--- config.mk ---
export PLATFORM = sky130hd
export DESIGN_NAME = modular_arithmetic_unit
export DESIGN_NICKNAME = d
export VERILOG_FILES = /design/src/hdl/mau_pkg.sv /design/src/hdl/modular_arithmetic_unit.sv /design/src/hdl/mau_reduce.sv
export SDC_FILE = /design/constraint.sdc
export NUM_CORES = 2
export LEC_CHECK = 0
export ABC_CLOCK_PERIOD_IN_PS = 10700
export BUFFER_PORTS_ARGS = -buffer_cell sky130_fd_sc_hd__buf_2
export CORE_MARGIN = 2
export CORE_UTILIZATION = 65
export CTS_BUF_LIST = sky130_fd_sc_hd__clkbuf_8 sky130_fd_sc_hd__clkbuf_16
export CTS_CLUSTER_DIAMETER = 50
export DETAILED_ROUTE_END_ITERATION = 8
export GPL_ROUTABILITY_DRIVEN = 1
export PLACE_DENSITY = 0.88
export SYNTH_ARGS = -nofsm -noshare
export SYNTH_HDL_FRONTEND = slang
export SYNTH_HIERARCHICAL = 1
export SYNTH_SLANG_ARGS = --single-unit
--- constraint.sdc ---
create_clock -name clk_i -period 10.7 [get_ports clk_i]
set_clock_uncertainty 0.2 [all_clocks]
set_input_delay 1.605 -clock clk_i [delete_from_list [all_inputs] [get_ports clk_i]]
set_output_delay 1.605 -clock clk_i [all_outputs]
set_load 0.01 [all_outputs]
--- src/hdl/mau_pkg.sv ---
// ----------------------------------------------------------------------------
// mau_pkg: shared types and constants for the modular arithmetic unit
// Action codes, widths and the reset modulus.
// ----------------------------------------------------------------------------
`default_nettype none

package mau_pkg;

  localparam int unsigned ResW  = 31;
  localparam int unsigned WideW = 64;
  localparam logic [ResW-1:0] ModReset = 31'd1000000007;

  typedef enum logic [2:0] {
    ACT_ADD = 3'd0,
    ACT_SUB = 3'd1,
    ACT_MUL = 3'd2,
    ACT_DIV = 3'd3,
    ACT_POW = 3'd4,
    ACT_NEG = 3'd5,
    ACT_RED = 3'd6,
    ACT_NOP = 3'd7
  } action_e;

  // Request to the shared modular reduction unit: value mod m.
  typedef struct packed {
    logic             start;
    logic [WideW-1:0] value;
  } red_req_t;

endpackage

`default_nettype wire

--- src/hdl/modular_arithmetic_unit.sv ---
// ----------------------------------------------------------------------------
// modular_arithmetic_unit: modular ALU with Fermat inverse
// ----------------------------------------------------------------------------
// Input channel in_valid_i/in_stall_o carries action, operands, exponent and
// wide value; output channel out_valid_o/out_stall_i carries the residue and
// the compare flags of the reduced operands. One item is in work at a time.
// Every full reduction (operands, products, wide value) goes through one
// shared bit-serial reduction unit, each request issued from its own state.
// Add, sub, negate and the unused code take 2 reductions; mul and reduce take
// 3. Div runs square-and-multiply over the 31-bit exponent modulus - 2, up to
// 62 reductions. Pow with a 63-bit exponent magnitude takes up to 126
// reductions, plus the inverse when negative.
// The config write cfg_we_i loads the modulus (reset 1000000007); zero acts
// as modulus 1. After reset the block is idle and takes an item at once.
// A result waits in the output register while out_stall_i is high; the next
// item is taken meanwhile and its result waits until the register is free.
// ----------------------------------------------------------------------------
`default_nettype none

module modular_arithmetic_unit #(
  parameter logic [mau_pkg::ResW-1:0] ModResetVal = mau_pkg::ModReset
) (
  input  wire logic                       clk_i,
  input  wire logic                       rst_ni,
  input  wire logic                       cfg_we_i,
  input  wire logic [mau_pkg::ResW-1:0]   cfg_wdata_i,
  input  wire logic                       in_valid_i,
  output logic                            in_stall_o,
  input  wire logic [2:0]                 action_i,
  input  wire logic [mau_pkg::ResW-1:0]   operand_a_i,
  input  wire logic [mau_pkg::ResW-1:0]   operand_b_i,
  input  wire logic signed [63:0]         exponent_i,
  input  wire logic signed [63:0]         wide_value_i,
  output logic                            out_valid_o,
  input  wire logic                       out_stall_i,
  output logic [mau_pkg::ResW-1:0]        result_o,
  output logic                            a_less_b_o,
  output logic                            a_equals_b_o
);

  localparam int unsigned W = mau_pkg::ResW;

  typedef enum logic [3:0] {
    S_IDLE, S_RA, S_RB, S_DISP, S_RW, S_INV_SETUP, S_EXP, S_EXP_SQ,
    S_POW_SETUP, S_MULF, S_WAIT, S_DONE
  } state_e;

  // What to do with the reduction result when it returns.
  typedef enum logic [2:0] {
    D_A, D_B, D_R, D_BASE, D_FINAL, D_RW
  } dst_e;

  state_e  state_q;
  dst_e    dst_q;
  state_e  ret_q;
  logic [W-1:0]  mod_q, m_eff;
  logic [W-1:0]  a_q, b_q, r_q, base_q;
  logic [63:0]   e_q, w_q;
  logic [2:0]    act_q;
  logic          wneg_q;
  logic          inv_div_q;
  logic          out_valid_q;
  logic [W-1:0]  res_q;
  logic          lt_q, eq_q;
  logic [W-1:0]  wres_q;
  logic          wlt_q, weq_q;
  mau_pkg::red_req_t req_q;
  logic          red_done;
  logic [W-1:0]  red_rem;
  logic [W:0]    sum;
  logic [W-1:0]  one_m;
  logic [W-1:0]  mul_x;
  logic [63:0]   prod;

  assign m_eff = (mod_q == '0) ? W'(1) : mod_q;
  assign one_m = (m_eff == W'(1)) ? '0 : W'(1);
  assign sum   = {1'b0, a_q} + {1'b0, b_q};

  // single shared multiplier: square in S_EXP_SQ, r * base elsewhere
  assign mul_x = (state_q == S_EXP_SQ) ? base_q : r_q;
  assign prod  = 64'(mul_x) * 64'(base_q);

  mau_reduce u_red (
    .clk_i (clk_i),
    .rst_ni(rst_ni),
    .mod_i (m_eff),
    .req_i (req_q),
    .done_o(red_done),
    .rem_o (red_rem)
  );

  assign in_stall_o   = (state_q != S_IDLE);
  assign out_valid_o  = out_valid_q;
  assign result_o     = res_q;
  assign a_less_b_o   = lt_q;
  assign a_equals_b_o = eq_q;

  always_ff @(posedge clk_i or negedge rst_ni) begin
    if (!rst_ni) begin
      state_q     <= S_IDLE;
      out_valid_q <= 1'b0;
      mod_q       <= ModResetVal;
      req_q       <= '0;
      dst_q       <= D_A;
      ret_q       <= S_IDLE;
    end else begin
      req_q.start <= 1'b0;
      if (cfg_we_i) mod_q <= cfg_wdata_i;
      if (out_valid_q && !out_stall_i) out_valid_q <= 1'b0;
      unique case (state_q)
        S_IDLE: begin
          if (in_valid_i) begin
            act_q       <= action_i;
            a_q         <= operand_a_i;
            b_q         <= operand_b_i;
            e_q         <= exponent_i;
            w_q         <= wide_value_i;
            req_q.start <= 1'b1;
            req_q.value <= 64'(operand_a_i);
            dst_q       <= D_A;
            ret_q       <= S_RB;
            state_q     <= S_WAIT;
          end
        end
        S_RB: begin
          req_q.start <= 1'b1;
          req_q.value <= 64'(b_q);
          dst_q       <= D_B;
          ret_q       <= S_DISP;
          state_q     <= S_WAIT;
        end
        S_DISP: begin
          wlt_q   <= a_q < b_q;
          weq_q   <= a_q == b_q;
          state_q <= S_DONE;
          case (act_q)
            mau_pkg::ACT_ADD: begin
              wres_q <= (sum >= {1'b0, m_eff}) ? W'(sum - {1'b0, m_eff}) : sum[W-1:0];
            end
            mau_pkg::ACT_SUB: begin
              wres_q <= (a_q >= b_q) ? a_q - b_q : W'({1'b0, a_q} + {1'b0, m_eff}
                                                      - {1'b0, b_q});
            end
            mau_pkg::ACT_NEG: wres_q <= (a_q == '0) ? '0 : m_eff - a_q;
            mau_pkg::ACT_MUL: begin
              r_q     <= a_q;
              base_q  <= b_q;
              state_q <= S_MULF;
            end
            mau_pkg::ACT_DIV: begin
              inv_div_q <= 1'b1;
              state_q   <= S_INV_SETUP;
            end
            mau_pkg::ACT_POW: begin
              if (e_q[63]) begin
                inv_div_q <= 1'b0;
                e_q       <= 64'd0 - e_q;
                state_q   <= S_INV_SETUP;
              end else begin
                state_q <= S_POW_SETUP;
              end
            end
            mau_pkg::ACT_RED: begin
              wneg_q      <= w_q[63];
              req_q.start <= 1'b1;
              req_q.value <= w_q[63] ? 64'd0 - w_q : w_q;
              dst_q       <= D_RW;
              ret_q       <= S_DONE;
              state_q     <= S_WAIT;
            end
            default: wres_q <= '0;
          endcase
        end
        S_INV_SETUP: begin
          // base^(m-2); inverse of a residue under modulus 1 stays 0
          w_q     <= 64'(m_eff) - 64'd2;
          base_q  <= inv_div_q ? b_q : a_q;
          r_q     <= one_m;
          state_q <= (m_eff < W'(2)) ? S_POW_SETUP : S_EXP;
          if (m_eff < W'(2)) a_q <= '0;
        end
        S_POW_SETUP: begin
          // plain power: exponent in e_q, base a_q
          if (act_q == mau_pkg::ACT_POW) begin
            base_q <= a_q;
            w_q    <= e_q;
            r_q    <= one_m;
            inv_div_q <= 1'b0;
            act_q  <= mau_pkg::ACT_NOP;
            state_q <= S_EXP;
          end else begin
            // divide after inverse: r = a * inv
            base_q  <= r_q;
            r_q     <= a_q;
            state_q <= S_MULF;
          end
        end
        S_EXP: begin
          if (w_q == 64'd0) begin
            if (inv_div_q) begin
              inv_div_q <= 1'b0;
              act_q     <= mau_pkg::ACT_DIV;
              state_q   <= S_POW_SETUP;
            end else if (act_q == mau_pkg::ACT_POW) begin
              a_q     <= r_q;
              state_q <= S_POW_SETUP;
            end else begin
              wres_q  <= r_q;
              state_q <= S_DONE;
            end
          end else if (w_q[0]) begin
            req_q.start <= 1'b1;
            req_q.value <= prod;
            dst_q       <= D_R;
            ret_q       <= S_EXP_SQ;
            state_q     <= S_WAIT;
          end else begin
            state_q <= S_EXP_SQ;
          end
        end
        S_EXP_SQ: begin
          req_q.start <= 1'b1;
          req_q.value <= prod;
          w_q         <= w_q >> 1;
          dst_q       <= D_BASE;
          ret_q       <= S_EXP;
          state_q     <= S_WAIT;
        end
        S_MULF: begin
          req_q.start <= 1'b1;
          req_q.value <= prod;
          dst_q       <= D_FINAL;
          ret_q       <= S_DONE;
          state_q     <= S_WAIT;
        end
        S_WAIT: begin
          if (red_done) begin
            state_q <= ret_q;
            case (dst_q)
              D_A:    a_q    <= red_rem;
              D_B:    b_q    <= red_rem;
              D_R:    r_q    <= red_rem;
              D_BASE: base_q <= red_rem;
              D_FINAL: wres_q <= red_rem;
              D_RW:   wres_q <= (wneg_q && red_rem != '0) ? m_eff - red_rem : red_rem;
              default: wres_q <= red_rem;
            endcase
          end
        end
        S_DONE: begin
          if (!out_valid_q || !out_stall_i) begin
            res_q       <= wres_q;
            lt_q        <= wlt_q;
            eq_q        <= weq_q;
            out_valid_q <= 1'b1;
            state_q     <= S_IDLE;
          end
        end
        default: state_q <= S_IDLE;
      endcase
    end
  end

  assert property (@(posedge clk_i) disable iff (!rst_ni)
    (state_q == S_DONE) |=> out_valid_q)
    else $error("result not presented");
  assert property (@(posedge clk_i) disable iff (!rst_ni)
    out_valid_q |-> (res_q < m_eff || m_eff == W'(1)))
    else $error("result not reduced");
  assert property (@(posedge clk_i) disable iff (!rst_ni)
    out_valid_q |-> !(lt_q && eq_q))
    else $error("flags inconsistent");
  assert property (@(posedge clk_i) disable iff (!rst_ni)
    red_done |-> (state_q == S_WAIT))
    else $error("stray reduction result");

endmodule

`default_nettype wire

--- src/hdl/mau_reduce.sv ---
// ----------------------------------------------------------------------------
// mau_reduce: bit-serial modular reduction
// Reduces a 64-bit unsigned value modulo m, one dividend bit per cycle.
// ----------------------------------------------------------------------------
`default_nettype none

module mau_reduce (
  input  wire logic                            clk_i,
  input  wire logic                            rst_ni,
  input  wire logic [mau_pkg::ResW-1:0]        mod_i,
  input  wire mau_pkg::red_req_t               req_i,
  output logic                                 done_o,
  output logic [mau_pkg::ResW-1:0]             rem_o
);

  localparam int unsigned CntW = $clog2(mau_pkg::WideW);

  logic [mau_pkg::WideW-1:0] val_q, val_d;
  logic [mau_pkg::ResW-1:0]  rem_q, rem_d;
  logic [CntW-1:0]           cnt_q, cnt_d;
  logic                      busy_q, busy_d;
  logic                      done_q, done_d;
  logic [mau_pkg::ResW:0]    shifted;

  assign shifted = {rem_q, val_q[mau_pkg::WideW-1]};

  always_comb begin
    val_d  = val_q;
    rem_d  = rem_q;
    cnt_d  = cnt_q;
    busy_d = busy_q;
    done_d = 1'b0;
    if (req_i.start) begin
      val_d  = req_i.value;
      rem_d  = '0;
      cnt_d  = '0;
      busy_d = 1'b1;
    end else if (busy_q) begin
      val_d = {val_q[mau_pkg::WideW-2:0], 1'b0};
      if (shifted >= {1'b0, mod_i}) begin
        rem_d = mau_pkg::ResW'(shifted - {1'b0, mod_i});
      end else begin
        rem_d = shifted[mau_pkg::ResW-1:0];
      end
      cnt_d = cnt_q + 1'b1;
      if (cnt_q == CntW'(mau_pkg::WideW - 1)) begin
        busy_d = 1'b0;
        done_d = 1'b1;
      end
    end
  end

  always_ff @(posedge clk_i or negedge rst_ni) begin
    if (!rst_ni) begin
      busy_q <= 1'b0;
      done_q <= 1'b0;
      cnt_q  <= '0;
    end else begin
      busy_q <= busy_d;
      done_q <= done_d;
      cnt_q  <= cnt_d;
    end
  end

  always_ff @(posedge clk_i) begin
    val_q <= val_d;
    rem_q <= rem_d;
  end

  assign done_o = done_q;
  assign rem_o  = rem_q;

endmodule

`default_nettype wire
==> flow_metrics.env <==
export IMPL_port_buffer_count=263
export IMPL_outcome="finished, violations left"
export IMPL_timing_critical_path_slowest_stage_cell="sky130_fd_sc_hd__fa_1"
export IMPL_rsz0062_at_grt="no"
export IMPL_timing_worst_slew_pin_value_ns=1.36
export IMPL_ys_seq_elements=533
export IMPL_synthesis_area_per_instance_sq_um=9.01
export IMPL_class_of_the_worst_hold_path="reg -> reg"
export IMPL_gp_congestion=1.08
export IMPL_crit_path_end_kind="flop"
export IMPL_grt_ovfl_total=0
export IMPL_timing_critical_path_to="req_q[59]"
export IMPL_hold_viol_final=0
export IMPL_max_clock_path_buffers=3
export IMPL_worst_setup_hold_path_clk_slew_ns=0.06
export IMPL_layout_drive_gt1_share=0.0917
export IMPL_critPathMaxFanout=22
export IMPL_post_drt_wl_per_cell_microns=30.5
export IMPL_timing_critical_path_from="state_q[3]"
export IMPL_detailroute_via_count=66235
export IMPL_drv_slew=0
export IMPL_routed_wl_met2_microns=117000
export IMPL_grt_first_pass_wirelength_microns=424000
export IMPL_largest_family_of_logic_cells_by_synthesized_area="adder cells"
export IMPL_setup_tns_final_ns=0
export IMPL_drt_iter0_drc=10709
export IMPL_drt_pass1_iter_count=9
export IMPL_setup_viol_count_final=0
export IMPL_post_route_cell_area_sq_um=77200
export IMPL_synth_simple_gate_area_frac=0.169
export IMPL_clk_insertion_delay_late_ns=0.67
export IMPL_yosys_area_share_xor_xnor=0.0453
export IMPL_synth_seq_area_share=0.210
export IMPL_place_worst_setup_slack_ns=0.389
export IMPL_via_per_inst=6.94
export IMPL_finalWorstSetupSlack_ns=0.386
export IMPL_chipWidth_microns=337
export IMPL_floorplan_initialDensity=0.653
export IMPL_die_y_microns=337
export IMPL_worst_setup_path_type="reg -> reg"
export IMPL_grt_antenna_before_repair=17
export IMPL_synth_fp_nets=9573
export IMPL_worst_path_largest_cell_delay_ns=0.74
export IMPL_synthMuxAreaShare=0.0228
export IMPL_layout_worst_path_cycle_share=0.964
export IMPL_num_nets_final=9568
export IMPL_crit_path_start_kind="flop"
export IMPL_drc_errors=109
export IMPL_rr_endpoint="req_q[59]"
export IMPL_worst_ep_required_time_ns=11.04
export IMPL_layout_area_overhead_vs_synth_pct=7.12
export IMPL_yosysWarnings=6
export IMPL_core_area_sq_um=110000
export IMPL_dpl_instance_area_sq_um=74700
export IMPL_final_min_clock_period_ns=10.31
export IMPL_synth_enable_flop_cells=387
export IMPL_timing_reg2reg_setup_slack_ns=0.39
export IMPL_failing_checks="DRC"
export IMPL_detail_route_antenna_nets=0
export IMPL_row_count=122
export IMPL_drv_max_cap_violation_count=0
export IMPL_synth_compound_gate_area_share=0.147
export IMPL_grt_max_degree=82
export IMPL_cts_root_buf="sky130_fd_sc_hd__clkbuf_16"
export IMPL_post_synth_instance_area_sq_um=72100
export IMPL_grt_total_usage=0.510
export IMPL_numCtsBuffers=72
export IMPL_clkSinkCount=533
export IMPL_highest_layer="met5"
export IMPL_non_filler_cells_final=9549
export IMPL_synth_main_ff_cell="sky130_fd_sc_hd__edfxtp_1"
export IMPL_vias_in_the_first_global_route=65225
export IMPL_die_area_sq_um=114000
export IMPL_relSlewSlack=0.0891
export IMPL_numPlacedInstances=9402
export IMPL_dp_final_hpwl_microns=229000
export IMPL_timing_critical_path_mode_cell="sky130_fd_sc_hd__fa_1"
export IMPL_max_freq_mhz=97.0
export IMPL_worst_r2r_path_depth=30
export IMPL_synth_fa_ha_area_frac=0.324
export IMPL_cp_data_arrival_time_ns=10.65
export IMPL_wirelength_met1_microns=104000
export IMPL_sum_of_routed_wire_length_over_all_layers_microns=291000
export IMPL_synth_instances=7998
export IMPL_asyncSetResetFlopFracSynth=0.216
export IMPL_cts_htree_levels=3
export IMPL_tritoncts_clock_tree="yes"
export IMPL_netlist_cell_type_count=106
export IMPL_ios=264
export IMPL_r2r_start="state_q[3]"
export IMPL_met3WireLength_microns=50100
[state kept, by name (all words and copies together), names as in the netlist, 2 cells and up]
name and count:
ret_q 4, u_red/cnt_q 6, result_o 31, req_q 65
w_q 64, state_q 4, dst_q 2, u_red/rem_o 31
mod_q 31, a_q 31, wres_q 31, e_q 64
r_q 31, b_q 31, u_red/val_q 64, base_q 31
act_q 3
[worst max-delay path, delay by kind of cell (launching register included)]
family / cells / cell delay (ns)
flops: 1 / 0.60
compound gates: 3 / 0.87
simple gates: 9 / 2.01
fa+ha+maj: 9 / 4.71
mux: 1 / 0.63
buf+inv: 8 / 1.13
[cell families after synthesis]
family | Yosys count
compound gates | 1551
xor+xnor | 373
fa+ha+maj | 1346
buf+inv | 1552
flops | 533
mux | 150
simple gates | 2493
[layer usage]
| metal | vias up | track usage |
|---|---|---|
| li1 | 26848 | - |
| met1 | 31853 | 0.679 |
| met2 | 6163 | 0.714 |
| met3 | 1355 | 0.212 |
| met4 | 16 | 0.255 |
| met5 | - | 0.0170 |
[Yosys cell counts, drive strengths merged (55+ instances only)]
master	n	area (sq um)
nand3	109	546
edfxtp	387	11600
o31ai	55	440
and2	514	3220
nor3	87	435
a21o	115	863
or3	58	364
a222oi	61	611
o21ai	309	1550
nand2	1043	3920
mux2	111	1250
fa	873	17500
xor2	117	1020
clkbuf	446	1680
nor4	56	423
nor2	319	1200
a22oi	72	541
nor2b	55	344
a21oi	373	1870
inv	1068	4010
xnor2	256	2240
nand4	74	463
dfrtp	99	2480
o211ai	59	448
o21a	55	413
ha	473	5920
[metrics by stage]
stage	utilization	hold slack [ns]
2_1_floorplan	-	0.200
3_3_place_gp	0.677	0.203
3_5_place_dp	0.677	0.205
4_1_cts	0.699	0.218
5_1_grt	0.700	0.222
6_report	0.700	0.218
[cell usage in the layout (no fill, tap or decap), types with 58 or more instances in the layout]
master / netlist / routed
sky130_fd_sc_hd__clkbuf_16: 0 / 73
sky130_fd_sc_hd__inv_1: 1066 / 1074
sky130_fd_sc_hd__dfrtp_1: 99 / 97
sky130_fd_sc_hd__nand2_1: 1043 / 1043
sky130_fd_sc_hd__nand4_1: 74 / 74
sky130_fd_sc_hd__o211ai_1: 58 / 58
sky130_fd_sc_hd__ha_1: 473 / 473
sky130_fd_sc_hd__a22oi_1: 72 / 72
sky130_fd_sc_hd__a21oi_1: 372 / 370
sky130_fd_sc_hd__nand3_1: 109 / 107
sky130_fd_sc_hd__buf_2: 19 / 262
sky130_fd_sc_hd__nor2_1: 318 / 310
sky130_fd_sc_hd__and2_1: 514 / 513
sky130_fd_sc_hd__nor3_1: 87 / 84
sky130_fd_sc_hd__a21o_1: 115 / 115
sky130_fd_sc_hd__a222oi_1: 61 / 61
sky130_fd_sc_hd__xor2_1: 117 / 117
sky130_fd_sc_hd__fa_1: 873 / 873
sky130_fd_sc_hd__buf_4: 3 / 139
sky130_fd_sc_hd__xnor2_1: 256 / 256
sky130_fd_sc_hd__o21ai_0: 276 / 274
sky130_fd_sc_hd__edfxtp_1: 387 / 387
sky130_fd_sc_hd__mux2_2: 111 / 111
[how the worst min path moves through the flow]
stage | startpoint | to | slack [ns] | depth (start not counted)
finish | wres_q[0] | result_o[0] | 0.22 | 0
global route | wres_q[22] | result_o[22] | 0.22 | 0
CTS | wres_q[20] | result_o[20] | 0.22 | 0
detailed placement | wres_q[10] | result_o[10] | 0.20 | 0
global placement | wres_q[27] | result_o[27] | 0.20 | 0
floorplan | weq_q | a_equals_b_o | 0.20 | 0
[layout make-up]
type	count	area, sq um
repair buffers	404	2410
clock inverters	55	603
fillers	8138	33100
flip-flops and latches	533	15100
well taps	1488	1860
clock buffers	76	1870
inverters	1069	4010
multi-input cells	5913	51300
diodes	11	27.5
[what timing repair did]
action / in CTS / in global routing
hold buffers: 0 / 0
setup endpoints to repair: 0 / 8
buffers inserted: 0 / 5
gates resized for setup: 0 / 0
Power is not shown: default switching activity piles up to over one toggle a cycle in this logic, so the estimate is an artifact.
